## src/hdl/tfbs_pkg.sv

```systemverilog
// Shared types, constants and helper functions for the tagged-field blocklist scanner.
`timescale 1ns / 1ps
`default_nettype none

package tfbs_pkg;

  // Default sizes of the blocklist store and the name buffer.
  localparam int LIST_BYTES_DEF = 256;
  localparam int NAME_BYTES_DEF = 64;

  // Length of the "name=" tag that opens a name field.
  localparam int PREFIX_LEN = 5;

  // Image byte counter and limit register.
  localparam int                  COUNT_W         = 27;
  localparam logic [COUNT_W-1:0]  COUNT_MAX       = '1;
  localparam logic [COUNT_W-1:0]  MAX_IMAGE_RESET = 27'd67108864;

  // Item commands.
  localparam logic CMD_LIST  = 1'b0;
  localparam logic CMD_IMAGE = 1'b1;

  // Characters with a special meaning.
  localparam logic [7:0] CHAR_NUL    = 8'h00;
  localparam logic [7:0] CHAR_COMMA  = 8'h2C;
  localparam logic [7:0] CHAR_DASH   = 8'h2D;
  localparam logic [7:0] CHAR_USCORE = 8'h5F;

  // Verdict codes.
  typedef enum logic [1:0] {
    VERDICT_ALLOWED = 2'd0,
    VERDICT_BLOCKED = 2'd1,
    VERDICT_SKIPPED = 2'd2
  } verdict_t;

  // One blocklist store write.
  typedef struct packed {
    logic       en;
    logic [7:0] addr;
    logic [7:0] data;
  } list_wr_t;

  // Status from the matcher back to the top level.
  typedef struct packed {
    logic done;
    logic hit;
    logic head_nz;
  } match_stat_t;

  // Dash and underscore compare as the same character.
  function automatic logic [7:0] fold_dash(input logic [7:0] c);
    return (c == CHAR_DASH) ? CHAR_USCORE : c;
  endfunction

  // Characters of the "name=" tag.
  function automatic logic [7:0] prefix_char(input logic [2:0] idx);
    logic [7:0] c;
    case (idx)
      3'd0:    c = 8'h6E;
      3'd1:    c = 8'h61;
      3'd2:    c = 8'h6D;
      3'd3:    c = 8'h65;
      3'd4:    c = 8'h3D;
      default: c = CHAR_NUL;
    endcase
    return c;
  endfunction

  // Verdict from the skip condition and the blocked flag.
  function automatic verdict_t verdict_of(input logic skip, input logic blocked);
    verdict_t v;
    if (skip) begin
      v = VERDICT_SKIPPED;
    end else if (blocked) begin
      v = VERDICT_BLOCKED;
    end else begin
      v = VERDICT_ALLOWED;
    end
    return v;
  endfunction

endpackage

`default_nettype wire

```

## src/hdl/tfbs_if.sv

```systemverilog
// Valid/ready channel interfaces for items, verdicts and configuration writes.
`timescale 1ns / 1ps
`default_nettype none

// Input items: blocklist writes and image bytes.
interface tfbs_item_if;
  logic       valid;
  logic       ready;
  logic       cmd;
  logic [7:0] list_index;
  logic [7:0] list_byte;
  logic [7:0] image_byte;
  logic       last_byte;

  modport source (output valid, cmd, list_index, list_byte, image_byte, last_byte,
                  input ready);
  modport sink   (input valid, cmd, list_index, list_byte, image_byte, last_byte,
                  output ready);
endinterface

// Result items: one verdict per image.
interface tfbs_verdict_if;
  logic       valid;
  logic       ready;
  logic [1:0] verdict;

  modport source (output valid, verdict, input ready);
  modport sink   (input valid, verdict, output ready);
endinterface

// Configuration writes of the image length limit.
interface tfbs_cfg_if;
  logic        valid;
  logic        ready;
  logic [26:0] max_image_bytes;

  modport source (output valid, max_image_bytes, input ready);
  modport sink   (input valid, max_image_bytes, output ready);
endinterface

`default_nettype wire

```

## src/hdl/tagged_field_blocklist_scanner.sv

```systemverilog
// Top level of the tagged-field blocklist scanner: field tracking, byte count and verdict.
// A blocklist write or an image byte that does not close a name field leaves the scanner idle.
// A byte that closes a "name=" field starts a list walk, a read step and a check step per list
// character, during which no item is taken.
// The verdict sits in an output register from the cycle after the last byte or the walk.
// Reset (synchronous) empties the list, clears the image state and sets the limit to 2^26.
`timescale 1ns / 1ps
`default_nettype none

module tagged_field_blocklist_scanner #(
  parameter int LIST_BYTES = tfbs_pkg::LIST_BYTES_DEF,
  parameter int NAME_BYTES = tfbs_pkg::NAME_BYTES_DEF
) (
  input  logic          clk,
  input  logic          rst,
  tfbs_item_if.sink     item_in,
  tfbs_verdict_if.source verdict_out,
  tfbs_cfg_if.sink      cfg
);
  import tfbs_pkg::*;

  localparam int PosMax = NAME_BYTES + PREFIX_LEN + 1;
  localparam int PosW   = $clog2(PosMax + 1);
  localparam int NameAw = $clog2(NAME_BYTES);
  localparam int LenW   = $clog2(NAME_BYTES + 1);
  localparam logic [PosW-1:0] PosMaxV    = PosW'(PosMax);
  localparam logic [PosW-1:0] PrefixLenV = PosW'(PREFIX_LEN);
  localparam logic [PosW-1:0] NameBytesV = PosW'(NAME_BYTES);

  typedef enum logic [1:0] {
    S_IDLE = 2'b01,
    S_WALK = 2'b10
  } state_t;

  state_t              state;
  logic [PosW-1:0]     pos;
  logic                prefix_ok;
  logic                too_long;
  logic                found;
  logic [COUNT_W-1:0]  byte_count;
  logic [COUNT_W-1:0]  max_bytes;
  logic                last_pend;
  logic                skip_pend;
  logic                out_vld;
  verdict_t            out_verdict;

  logic                acc;
  logic                img;
  logic [7:0]          b;
  logic [COUNT_W-1:0]  count_inc;
  logic                skip_now;
  logic [PosW-1:0]     name_idx;
  logic                walk_go;
  logic                name_we;
  logic                start;
  list_wr_t            list_wr;
  match_stat_t         mstat;

  // Handshakes: one item at a time, and only when the verdict register can take a result.
  assign item_in.ready     = (state == S_IDLE) && (!out_vld || verdict_out.ready);
  assign acc               = item_in.valid && item_in.ready;
  assign cfg.ready         = 1'b1;
  assign verdict_out.valid = out_vld;
  assign verdict_out.verdict = out_verdict;

  // Decode of the current image byte.
  assign img       = item_in.cmd == CMD_IMAGE;
  assign b         = item_in.image_byte;
  assign count_inc = (byte_count == COUNT_MAX) ? byte_count : byte_count + 1'b1;
  assign skip_now  = !mstat.head_nz || (count_inc > max_bytes);
  assign name_idx  = pos - PrefixLenV;
  assign walk_go   = (b == CHAR_NUL) && (pos > PrefixLenV) && prefix_ok && !too_long;

  // Requests to the matcher.
  assign name_we = acc && img && (b != CHAR_NUL) && (pos >= PrefixLenV)
                   && (name_idx < NameBytesV);
  assign start   = acc && img && walk_go;
  assign list_wr = '{en: acc && !img, addr: item_in.list_index, data: item_in.list_byte};

  tfbs_matcher #(
    .LIST_BYTES (LIST_BYTES),
    .NAME_BYTES (NAME_BYTES)
  ) u_matcher (
    .clk        (clk),
    .rst        (rst),
    .list_wr    (list_wr),
    .name_we    (name_we),
    .name_waddr (name_idx[NameAw-1:0]),
    .name_wdata (b),
    .start      (start),
    .name_len   (name_idx[LenW-1:0]),
    .stat       (mstat)
  );

  // Field tracking, byte count, verdict register and the limit register.
  always_ff @(posedge clk) begin
    if (rst) begin
      state      <= S_IDLE;
      pos        <= '0;
      prefix_ok  <= 1'b1;
      too_long   <= 1'b0;
      found      <= 1'b0;
      byte_count <= '0;
      max_bytes  <= MAX_IMAGE_RESET;
      last_pend  <= 1'b0;
      skip_pend  <= 1'b0;
      out_vld    <= 1'b0;
    end else begin
      if (cfg.valid) begin
        max_bytes <= cfg.max_image_bytes;
      end
      if (verdict_out.ready) begin
        out_vld <= 1'b0;
      end
      unique case (state)
        S_IDLE: begin
          if (acc && img) begin
            // Advance the field state by one byte.
            if (b == CHAR_NUL) begin
              pos       <= '0;
              prefix_ok <= 1'b1;
              too_long  <= 1'b0;
            end else begin
              if (pos < PrefixLenV) begin
                if (b != prefix_char(pos[2:0])) begin
                  prefix_ok <= 1'b0;
                end
              end else if (name_idx >= NameBytesV) begin
                too_long <= 1'b1;
              end
              if (pos != PosMaxV) begin
                pos <= pos + 1'b1;
              end
            end
            // The last byte closes the image whatever the verdict.
            if (item_in.last_byte) begin
              pos        <= '0;
              prefix_ok  <= 1'b1;
              too_long   <= 1'b0;
              byte_count <= '0;
              if (walk_go) begin
                state     <= S_WALK;
                last_pend <= 1'b1;
                skip_pend <= skip_now;
              end else begin
                out_vld     <= 1'b1;
                out_verdict <= verdict_of(skip_now, found);
                found       <= 1'b0;
              end
            end else begin
              byte_count <= count_inc;
              if (walk_go) begin
                state     <= S_WALK;
                last_pend <= 1'b0;
              end
            end
          end
        end
        S_WALK: begin
          if (mstat.done) begin
            state <= S_IDLE;
            if (last_pend) begin
              out_vld     <= 1'b1;
              out_verdict <= verdict_of(skip_pend, found || mstat.hit);
              found       <= 1'b0;
            end else begin
              found <= found || mstat.hit;
            end
          end
        end
        default: begin
          state <= S_IDLE;
        end
      endcase
    end
  end

endmodule

`default_nettype wire

```

## src/hdl/tfbs_matcher.sv

```systemverilog
// Blocklist store, name buffer and the sequencer that walks the list with one compare unit.
`timescale 1ns / 1ps
`default_nettype none

module tfbs_matcher #(
  parameter int LIST_BYTES = tfbs_pkg::LIST_BYTES_DEF,
  parameter int NAME_BYTES = tfbs_pkg::NAME_BYTES_DEF
) (
  input  logic                              clk,
  input  logic                              rst,
  input  tfbs_pkg::list_wr_t                list_wr,
  input  logic                              name_we,
  input  logic [$clog2(NAME_BYTES)-1:0]     name_waddr,
  input  logic [7:0]                        name_wdata,
  input  logic                              start,
  input  logic [$clog2(NAME_BYTES+1)-1:0]   name_len,
  output tfbs_pkg::match_stat_t             stat
);
  import tfbs_pkg::*;

  // Only the first 256 places can ever be written; the rest always read as zero.
  localparam int StoreDepth = (LIST_BYTES < 256) ? LIST_BYTES : 256;
  localparam int ListAw     = $clog2(StoreDepth);
  localparam int IdxW       = $clog2(StoreDepth + 1);
  localparam int NameAw     = $clog2(NAME_BYTES);
  localparam int LenW       = $clog2(NAME_BYTES + 1);
  localparam logic [IdxW-1:0] EndIdx = IdxW'(StoreDepth);

  typedef enum logic [2:0] {
    M_IDLE  = 3'b001,
    M_READ  = 3'b010,
    M_CHECK = 3'b100
  } mstate_t;

  mstate_t                state;
  logic [IdxW-1:0]        idx;
  logic [LenW-1:0]        k;
  logic [LenW-1:0]        len_r;
  logic                   mis;
  logic                   done_q;
  logic                   hit_q;
  logic                   head_nz;
  logic [StoreDepth-1:0]  list_vld;

  logic [7:0]             list_mem [StoreDepth];
  logic [7:0]             name_mem [NAME_BYTES];
  logic [7:0]             list_q;
  logic                   vld_q;
  logic [7:0]             name_q;

  logic                   addr_ok;
  logic [ListAw-1:0]      list_waddr;
  logic                   list_rd;
  logic                   name_rd;
  logic [7:0]             c;
  logic                   sep;
  logic                   entry_hit;
  logic                   char_ok;

  // Write address decode for the blocklist store.
  assign addr_ok    = int'(list_wr.addr) < StoreDepth;
  assign list_waddr = list_wr.addr[ListAw-1:0];

  // Reads are issued in the read step and used in the check step.
  assign list_rd = (state == M_READ) && (idx != EndIdx);
  assign name_rd = (state == M_READ) && (k < len_r);

  // Shared compare unit: current list character against the name character.
  assign c         = ((idx == EndIdx) || !vld_q) ? CHAR_NUL : list_q;
  assign sep       = (c == CHAR_NUL) || (c == CHAR_COMMA);
  assign entry_hit = (k == len_r) && !mis;
  assign char_ok   = fold_dash(c) == fold_dash(name_q);

  // Memories with registered read data.
  always_ff @(posedge clk) begin
    if (list_wr.en && addr_ok) begin
      list_mem[list_waddr] <= list_wr.data;
    end
    if (list_rd) begin
      list_q <= list_mem[idx[ListAw-1:0]];
      vld_q  <= list_vld[idx[ListAw-1:0]];
    end
    if (name_we) begin
      name_mem[name_waddr] <= name_wdata;
    end
    if (name_rd) begin
      name_q <= name_mem[k[NameAw-1:0]];
    end
  end

  // Store valid bits and the empty-list flag.
  always_ff @(posedge clk) begin
    if (rst) begin
      list_vld <= '0;
      head_nz  <= 1'b0;
    end else if (list_wr.en && addr_ok) begin
      list_vld[list_waddr] <= 1'b1;
      if (list_waddr == '0) begin
        head_nz <= list_wr.data != CHAR_NUL;
      end
    end
  end

  // List walk sequencer: one list character per read and check pair.
  always_ff @(posedge clk) begin
    if (rst) begin
      state  <= M_IDLE;
      idx    <= '0;
      k      <= '0;
      len_r  <= '0;
      mis    <= 1'b0;
      done_q <= 1'b0;
      hit_q  <= 1'b0;
    end else begin
      done_q <= 1'b0;
      unique case (state)
        M_IDLE: begin
          if (start) begin
            len_r <= name_len;
            idx   <= '0;
            k     <= '0;
            mis   <= 1'b0;
            state <= M_READ;
          end
        end
        M_READ: begin
          state <= M_CHECK;
        end
        M_CHECK: begin
          if (sep) begin
            if (entry_hit) begin
              done_q <= 1'b1;
              hit_q  <= 1'b1;
              state  <= M_IDLE;
            end else if (c == CHAR_NUL) begin
              done_q <= 1'b1;
              hit_q  <= 1'b0;
              state  <= M_IDLE;
            end else begin
              idx   <= idx + 1'b1;
              k     <= '0;
              mis   <= 1'b0;
              state <= M_READ;
            end
          end else begin
            // An entry longer than the name can never match.
            if (k < len_r) begin
              if (!char_ok) begin
                mis <= 1'b1;
              end
              k <= k + 1'b1;
            end else begin
              mis <= 1'b1;
            end
            idx   <= idx + 1'b1;
            state <= M_READ;
          end
        end
        default: begin
          state <= M_IDLE;
        end
      endcase
    end
  end

  assign stat = '{done: done_q, hit: hit_q, head_nz: head_nz};

endmodule

`default_nettype wire

```

## src/flat_wrapper.sv

```systemverilog
// flat-port wrapper written by rule: the top's interface ports become plain ports
module tagged_field_blocklist_scanner_flat import tfbs_pkg::*;
#(
  parameter int LIST_BYTES = tfbs_pkg::LIST_BYTES_DEF,
  parameter int NAME_BYTES = tfbs_pkg::NAME_BYTES_DEF
)
  (clk, rst, item_in_valid, item_in_cmd, item_in_list_index, item_in_list_byte, item_in_image_byte, item_in_last_byte, item_in_ready, verdict_out_valid, verdict_out_verdict, verdict_out_ready, cfg_valid, cfg_max_image_bytes, cfg_ready);
  tfbs_item_if item_in_i ();
  tfbs_verdict_if verdict_out_i ();
  tfbs_cfg_if cfg_i ();
  input  logic clk;
  input  logic rst;
  input wire logic [$bits(item_in_i.valid)-1:0] item_in_valid;
  input wire logic [$bits(item_in_i.cmd)-1:0] item_in_cmd;
  input wire logic [$bits(item_in_i.list_index)-1:0] item_in_list_index;
  input wire logic [$bits(item_in_i.list_byte)-1:0] item_in_list_byte;
  input wire logic [$bits(item_in_i.image_byte)-1:0] item_in_image_byte;
  input wire logic [$bits(item_in_i.last_byte)-1:0] item_in_last_byte;
  output wire logic [$bits(item_in_i.ready)-1:0] item_in_ready;
  output wire logic [$bits(verdict_out_i.valid)-1:0] verdict_out_valid;
  output wire logic [$bits(verdict_out_i.verdict)-1:0] verdict_out_verdict;
  input wire logic [$bits(verdict_out_i.ready)-1:0] verdict_out_ready;
  input wire logic [$bits(cfg_i.valid)-1:0] cfg_valid;
  input wire logic [$bits(cfg_i.max_image_bytes)-1:0] cfg_max_image_bytes;
  output wire logic [$bits(cfg_i.ready)-1:0] cfg_ready;
  assign item_in_i.valid = item_in_valid;
  assign item_in_i.cmd = item_in_cmd;
  assign item_in_i.list_index = item_in_list_index;
  assign item_in_i.list_byte = item_in_list_byte;
  assign item_in_i.image_byte = item_in_image_byte;
  assign item_in_i.last_byte = item_in_last_byte;
  assign item_in_ready = item_in_i.ready;
  assign verdict_out_valid = verdict_out_i.valid;
  assign verdict_out_verdict = verdict_out_i.verdict;
  assign verdict_out_i.ready = verdict_out_ready;
  assign cfg_i.valid = cfg_valid;
  assign cfg_i.max_image_bytes = cfg_max_image_bytes;
  assign cfg_ready = cfg_i.ready;
  tagged_field_blocklist_scanner #(.LIST_BYTES(LIST_BYTES), .NAME_BYTES(NAME_BYTES)) u_core (.clk(clk), .rst(rst), .item_in(item_in_i), .verdict_out(verdict_out_i), .cfg(cfg_i));
endmodule
```

## config.mk

```make
export PLATFORM = sky130hd
export DESIGN_NAME = tagged_field_blocklist_scanner_flat
export DESIGN_NICKNAME = d
export VERILOG_FILES = /design/src/hdl/tfbs_pkg.sv /design/src/hdl/tfbs_if.sv /design/src/hdl/tagged_field_blocklist_scanner.sv /design/src/hdl/tfbs_matcher.sv /design/src/flat_wrapper.sv
export SDC_FILE = /design/constraint.sdc
export NUM_CORES = 2
export LEC_CHECK = 0
export BUFFER_PORTS_ARGS = -buffer_cell sky130_fd_sc_hd__buf_2
export CORE_UTILIZATION = 54
export CTS_CLUSTER_SIZE = 20
export DETAILED_ROUTE_END_ITERATION = 12
export PLACE_DENSITY = 0.67
export SLEW_MARGIN = 10
export SYNTH_ARGS = -nofsm -noshare
export SYNTH_HDL_FRONTEND = slang
export SYNTH_SLANG_ARGS = --single-unit
```

## constraint.sdc

```tcl
create_clock -name clk -period 4.8 [get_ports clk]
set_clock_uncertainty 0.15 [all_clocks]
set_input_delay 0.48 -clock clk [delete_from_list [all_inputs] [get_ports clk]]
set_output_delay 0.48 -clock clk [all_outputs]
set_load 0.01 [all_outputs]
```

* Word-level counts from Yosys, hierarchy flattened
Memories as Yosys holds them, arrays and structs flattened. A register that Yosys moved wholly into a read port is not among the register bits. Cells that the tools add are included.
Operators by class: equal/unequal tests 31, $lt $le $gt $ge 10, bitwise operators 4, add/subtract/negate cells 5, reductions and logical operators 55, multiply operators 0, div/mod/pow operators 0, mux-type cells 87, shift-type cells 0
Operators with widths (count):
- OR 256 bit | 1
- two-way mux 8 bit | 8
- two-way mux 7 bit | 8
- two-way mux 27 bit | 2
- two-way mux 1 bit | 40
- two-way mux 9 bit | 4
- one-hot mux 7 bit (5 select lines) | 1
- adder 27 x 1 -> 27 bit, second input constant | 1
- equality test 27 bit, second input constant | 1
- > comparator 27 bit | 1
- equality test 8 x 6 -> 1 bit, second input constant | 3
- logical NOT 8 bit | 3
- two-way mux 2 bit | 12
- < comparator 8 x 9 -> 1 bit, second input constant | 2
- one-hot mux 9 bit (2 select lines) | 1
- AND reduction 4 bit | 4
- nonzero test 8 bit | 2
- logical AND 1 bit | 15
- AND reduction 5 bit | 3
- adder 7 x 1 -> 7 bit, second input constant | 2
- one-hot mux 7 bit (2 select lines) | 1
- AND reduction 3 bit | 4
- nonzero test 3 bit | 4
- adder 9 x 1 -> 9 bit, second input constant | 1
- 38 further kinds | 68
Word-level totals: memories 2, bits in writable memories 2560, input port bits 58, flip-flop bits (word level) 358, bits in latches 0, memory bits (read-only) 0, output and inout bits 5
Memory list:
- u_core.u_matcher.list_mem | words 256, bits a word 8, rd ports 1, clocked after memory_dff 1, write ports 1, line tfbs_matcher.sv:45 | logic [7:0] list_mem [StoreDepth];
- u_core.u_matcher.name_mem | words 64, bits a word 8, rd ports 1, clocked after memory_dff 1, write ports 1, line tfbs_matcher.sv:46 | logic [7:0] name_mem [NAME_BYTES];

* Depth between registers and ports, before layout
word-level depth 13, depth in mapped cells 17, gate-level depth less buffers 16

* By module
Synthesis repeated with hierarchy kept, for this count alone.
Second synthesis, totals: cells, all modules 6319, area, all modules 116111.4 um2
Modules (own cells, without submodules):
- tfbs_matcher | area each 111420.6 um2, sequential area each 83109.7 um2, cells each 5738, instances 1
- tagged_field_blocklist_scanner | area each 4690.7 um2, sequential area each 1441.4 um2, cells each 581, instances 1

* Least setup slack after synthesis
OpenSTA, ideal clock, no wires.
path type register to register, start point register u_core.byte_count[6], end point register u_core.out_verdict[1], in the netlist u_core.verdict_out.verdict[1], data pin, setup time 0.262 ns, clock period less this slack 3.631 ns, arrival time 3.219 ns, path slack 1.169 ns, required time 4.388 ns, stages on the path, launching flop included 18, cell sequence dfxtp_1 > buf_2 > and4_4 > nand4_4 > nor4_4 > nand4_4 > buf_2 > and4_4 > xor2_1 > ha_1 > o21ai_0 > nand2b_1 > a21oi_1 > nor2b_1 > a221oi_1 > o21ai_0 > nand3_1 > a31oi_1
Between the ends: word-level cells in the longest chain between the ends 9, elaborated cells on any way between the ends 10, those cells by class add/sub (1); order compare (1); eq/ne (1); mux (6); reduce/logical (1)
Ends and longest elaborated chain:
- start, declared | line tagged_field_blocklist_scanner.sv:40 | logic [COUNT_W-1:0] byte_count;
- start signal, assigned | line tagged_field_blocklist_scanner.sv:151 | byte_count <= count_inc;
- adder 27 x 1 -> 27 bit or equality test 27 bit (tied branches) | line tagged_field_blocklist_scanner.sv:69 | assign count_inc = (byte_count == COUNT_MAX) ? byte_count : byte_count + 1'b1;
- two-way mux 27 bit (*) | line tagged_field_blocklist_scanner.sv:69
- > comparator 27 bit (*) | line tagged_field_blocklist_scanner.sv:70 | assign skip_now = !mstat.head_nz || (count_inc > max_bytes);
- logical OR 1 bit (*) | line tagged_field_blocklist_scanner.sv:70
- two-way mux 2 bit (*) | line tfbs_pkg.sv:72 | if (skip) begin
- two-way mux 2 bit (*) | line tagged_field_blocklist_scanner.sv:141 | if (walk_go) begin
- two-way mux 2 bit (*) | line tagged_field_blocklist_scanner.sv:136 | if (item_in.last_byte) begin
- two-way mux 2 bit (*) | line tagged_field_blocklist_scanner.sv:117 | if (acc && img) begin
- one-hot mux 2 bit (2 select lines) (*) | line tagged_field_blocklist_scanner.sv:115 | unique case (state)
- end signal, assigned | line tagged_field_blocklist_scanner.sv:147 | out_verdict <= verdict_of(skip_now, found);
- end signal, assigned | line tagged_field_blocklist_scanner.sv:164 | out_verdict <= verdict_of(skip_pend, found || mstat.hit);
- end, declared | line tagged_field_blocklist_scanner.sv:45 | verdict_t out_verdict;
Mark *: on every way between the ends. The rest lies on a longest branch, timed or not. The select of a mux whose other input is x is not followed. A chain may end at the register's enable or synchronous reset.

* Worst setup path after layout
Ends and elaborated chain as after synthesis.

==> impl_metrics.csv <==
group,metric,value,unit
outcome,status,"complete, but fails checks",
outcome,violations,"DRC, hold timing",
clock_network,cts.clk_slew.worst_paths,60,ps
synthesis,synth-main-ff-cell,"edfxtp_1",
pwr,leakage,41.3,nW
pwr,powerDensity,398,mW/mm^2
critical_path,reg2reg_from,"u_core.byte_count[6]",
critical_path,max_stage_delay,520,ps
detailed_routing,detail_route.wl_per_cell,32.6,um
detailed_routing,ant_nets,0,
min_path,hold_path_depth,1,
detailed_routing,drtPass1Iterations,12,
synthesis,yosysWarnings,0,
detailed_routing,wl_met1,120000,um
synthesis,synth_compound_area_share,4.59,%
synthesis,synth_area_per_cell,18.8,sq um
floorplanning,die_area,0.215,sq mm
clock_network,cts_buffer_depth,4,
timing,finalSetupViolations,0,
global_route,grt_overflow,0,
critical_path,cp-end-kind,"flip-flop",
clock_network,clk_latency,950,ps
timing,rsz0062_at_grt,"no",
min_path,hold_path_class,"in2reg",
synthesis,synth-seq-cells,2934,
critical_path,ff2ff_path_depth,16,
synthesis,synth_edf_count,2579,
critical_path,critical_path.top_delay_family,"simple AND/OR/NAND/NOR gates",
placed_design,place_congestion,0.969,
detailed_routing,drt_iter0_drc,8702,
floorplanning,die_h,464,um
placed_design,port_buffers,61,
synthesis,muxShareOfSynthArea,15.4,%
min_path,hold_start,"item_in_list_byte[4]",
detailed_routing,dr_wl_met2,146000,um
global_route,track_usage,29.1,%
critical_path,critical_path_buf_inv_count,1,
critical_path,critical_path_required,5300,ps
final_layout,area_growth,13.9,%
detailed_routing,viasPerCell,6.55,
clock_network,tritoncts,"yes",
timing,fin_crit_sh,88.2,%
global_route,grt_pass1_wl,447000,um
timing,timing_hold_violations_final,4,
placed_design,dp_hpwl,196000,um
critical_path,cp_max_fo,8,
clock_network,hold_buffers,57,
timing,max_freq,0.236,GHz
synthesis,ys_types,82,
detailed_routing,drc_errors,8,
final_layout,drive_gt1_share,23.8,%
floorplanning,core-area,0.212,sq mm
synthesis,synth_xor_area_share,0.312,%
critical_path,rrSetupSlack,560,ps
synthesis,syn-cell-area,0.115,sq mm
synthesis,ys_seq_area_share,73.4,%
synthesis,synth_fa_ha_area_share,0.510,%
critical_path,start_kind,"flip-flop",
timing,slew_headroom,16.1,%
clock_network,cts_root_buffer,"clkbuf_16",
global_route,grt_pass1_vias,61700,
global_route,grt_max_degree,135,
floorplanning,num_rows,169,
timing,hold_ws,-13.7,ps
min_path,min_to,"u_core.u_matcher.list_mem[80][4]",
clock_network,cts_buffers,311,
timing,final.setup.tns,0,ps
critical_path,cp_cell_sequence,"and4_4 > nand4_4 > nor4_4 > nand4_4 > buf_4 > and4_4 > xor2_1 > ha_1 > o21ai_0 > nand2b_1 > a21oi_1 > nor2b_1 > a221oi_1 > o21ai_0 > nand3_1 > a31oi_1",
floorplanning,start_util,54.3,%
synthesis,synthSimpleGateAreaFrac,4.10,%
clock_network,h-tree-depth,5,
critical_path,criticalPathCategory,"reg2reg",
final_layout,fin_nets,6672,
critical_path,worstPathArrival,4740,ps
synthesis,synth_top_family_by_area,"multiplexers",
pwr,vdd_ir_drop_max,0.413,mV
detailed_routing,highest_layer,"met5",
synthesis,synth_fp_nets,6229,
timing,worst_pin_slew,1250,ps
clock_network,cts.sinks,2934,
synthesis,async_flop_share,0,%
synthesis,syn_inst,6124,
clock_network,post-cts-setup-buffer-count,0,
clock_network,cts.repair.resized,0,
critical_path,cp_slowest_cell,"nor4_4",
timing,slew_viol_final,0,
detailed_routing,totalWireLength,314000,um
critical_path,r2r_end,"u_core.verdict_out.verdict[1]",
detailed_routing,wl_met3,31900,um
flow_run,maxCapViolCount,0,
floorplanning,ios,63,
detailed_routing,num_vias,63100,
timing,post-route-min-period,4240,ps
global_route,antenna_found_initial,15,
floorplanning,die_w,464,um
[report_power, final]
| group | internal (mW) | total, mW | switching [mW] |
|---|---|---|---|
| Sequential | 27.7 | 27.8 | 0.0162 |
| Clock | 14.1 | 23.7 | 9.62 |
| Combinational | 0.148 | 0.796 | 0.648 |
| Total | 42.0 | 52.2 | 10.3 |
[metrics by stage]
step | cell area, sq um | std cells | setup slack (ps) | util, % | power [mW]
global placement | 121000 | 9018 | 629 | 56.9 | 29.0
floorplan | 115000 | 6124 | 1170 | - | 28.5
detailed placement | 121000 | 9018 | 632 | 56.9 | 29.1
finish | 131000 | 9631 | 565 | 61.9 | 52.2
global route | 131000 | 9628 | 348 | 61.9 | 53.4
CTS | 131000 | 9625 | 599 | 61.9 | 52.4
[layout make-up]
cell class / instances / area (sq um)
flip-flops and latches: 2934 / 84600
fillers: 14800 / 80900
multi-input cells: 2789 / 28800
clock buffers: 436 / 8660
repair buffers: 476 / 4130
well taps: 2821 / 3530
clock inverters: 114 / 1300
inverters: 55 / 216
diodes: 6 / 15.0
[state kept, by name (all words and copies together) (netlist names), 8 cells and up]
register                   flops
u_core.u_matcher.list_q        8
u_core.byte_count             27
u_core.max_bytes              27
u_core.u_matcher.list_mem   2048
u_core.u_matcher.idx           9
u_core.u_matcher.list_vld    256
u_core.u_matcher.name_q        8
u_core.u_matcher.name_mem    512
[per-layer routing]
layer  GRT usage (%)  vias up
met5               0        -
met4            12.3       16
met3            6.32      738
met2            44.5     3550
met1            40.7    33100
li1                -    25800
[cell families after synthesis]
group | after synthesis
compound gates | 754
xor+xnor | 41
fa+ha+maj | 47
buf+inv | 401
flops | 2934
mux | 893
other cells | 1
simple gates | 1053
[placed cells by master, fill, tap and decap left out, types with 16 or more instances in the layout]
master,Yosys,routed
nand3_1,55,48
and3_1,18,18
nor2b_1,37,34
xor2_1,18,18
xnor2_1,23,23
ha_1,47,47
nor2_1,601,597
buf_4,31,319
bufinv_16,0,28
nand2b_1,18,18
nand2_1,169,169
dlygate4sd3_1,0,57
dfxtp_1,355,345
o21ai_0,78,78
a221oi_1,40,40
inv_1,51,51
nand4_1,21,21
a21oi_1,115,115
clkbuf_16,0,318
a22oi_1,98,98
clkinv_2,0,45
edfxtp_1,2579,2579
clkbuf_1,171,92
o22ai_1,25,25
mux2_2,16,16
mux4_2,702,702
buf_12,0,39
a21o_1,17,17
nor3_1,31,30
a31oi_1,37,36
buf_2,86,52
a22o_1,23,23
mux2i_1,175,175
o21a_1,198,198
clkinv_1,3,29
a211oi_1,33,33
o221ai_1,16,16
clkbuf_8,0,34
nor4_1,18,18
[Yosys cell counts, types with 7 or more instances]
| cell | number | share of area, % |
|---|---|---|
| buf_4 | 31 | 0.20 |
| nand2b_1 | 18 | 0.098 |
| a2111oi_0 | 8 | 0.061 |
| nor3_1 | 31 | 0.13 |
| mux2i_1 | 175 | 1.5 |
| a21o_1 | 17 | 0.11 |
| and2_1 | 14 | 0.076 |
| dfxtp_1 | 355 | 6.2 |
| xor2_1 | 18 | 0.14 |
| inv_1 | 51 | 0.17 |
| a31oi_1 | 37 | 0.20 |
| a211oi_1 | 33 | 0.21 |
| clkbuf_1 | 171 | 0.56 |
| a221oi_1 | 40 | 0.30 |
| nand2_1 | 169 | 0.55 |
| edfxtp_1 | 2579 | 67 |
| o21ai_0 | 78 | 0.34 |
| or4_1 | 11 | 0.072 |
| and3_1 | 18 | 0.098 |
| or3_1 | 9 | 0.049 |
| a22oi_1 | 98 | 0.64 |
| mux4_2 | 702 | 14 |
| buf_1 | 27 | 0.088 |
| o221ai_1 | 16 | 0.12 |
| nor2b_1 | 37 | 0.20 |
| nand4_1 | 21 | 0.11 |
| a22o_1 | 23 | 0.17 |
| o21a_1 | 198 | 1.3 |
| xnor2_1 | 23 | 0.17 |
| o22ai_1 | 25 | 0.14 |
| ha_1 | 47 | 0.51 |
| nand3_1 | 55 | 0.24 |
| nor4_1 | 18 | 0.098 |
| buf_6 | 26 | 0.25 |
| a41oi_1 | 7 | 0.053 |
| nor2_1 | 601 | 2.0 |
| a21oi_1 | 115 | 0.50 |
| nand3b_1 | 13 | 0.085 |
| mux2_2 | 16 | 0.16 |
| buf_2 | 86 | 0.37 |
[worst max-delay path by stage]
stage | from | end | slack [ps] | cells after the start
final | u_core.byte_count[6] | u_core.verdict_out.verdict[1] | 560 | 16
after global routing | u_core.byte_count[6] | u_core.verdict_out.verdict[1] | 350 | 16
after CTS | u_core.byte_count[6] | u_core.verdict_out.verdict[1] | 600 | 16
after detailed placement | u_core.byte_count[6] | u_core.verdict_out.verdict[1] | 630 | 16
after global placement | u_core.byte_count[6] | u_core.verdict_out.verdict[1] | 630 | 16
after floorplan | u_core.byte_count[6] | u_core.verdict_out.verdict[1] | 1170 | 17
(Power assumes the default switching activity.)
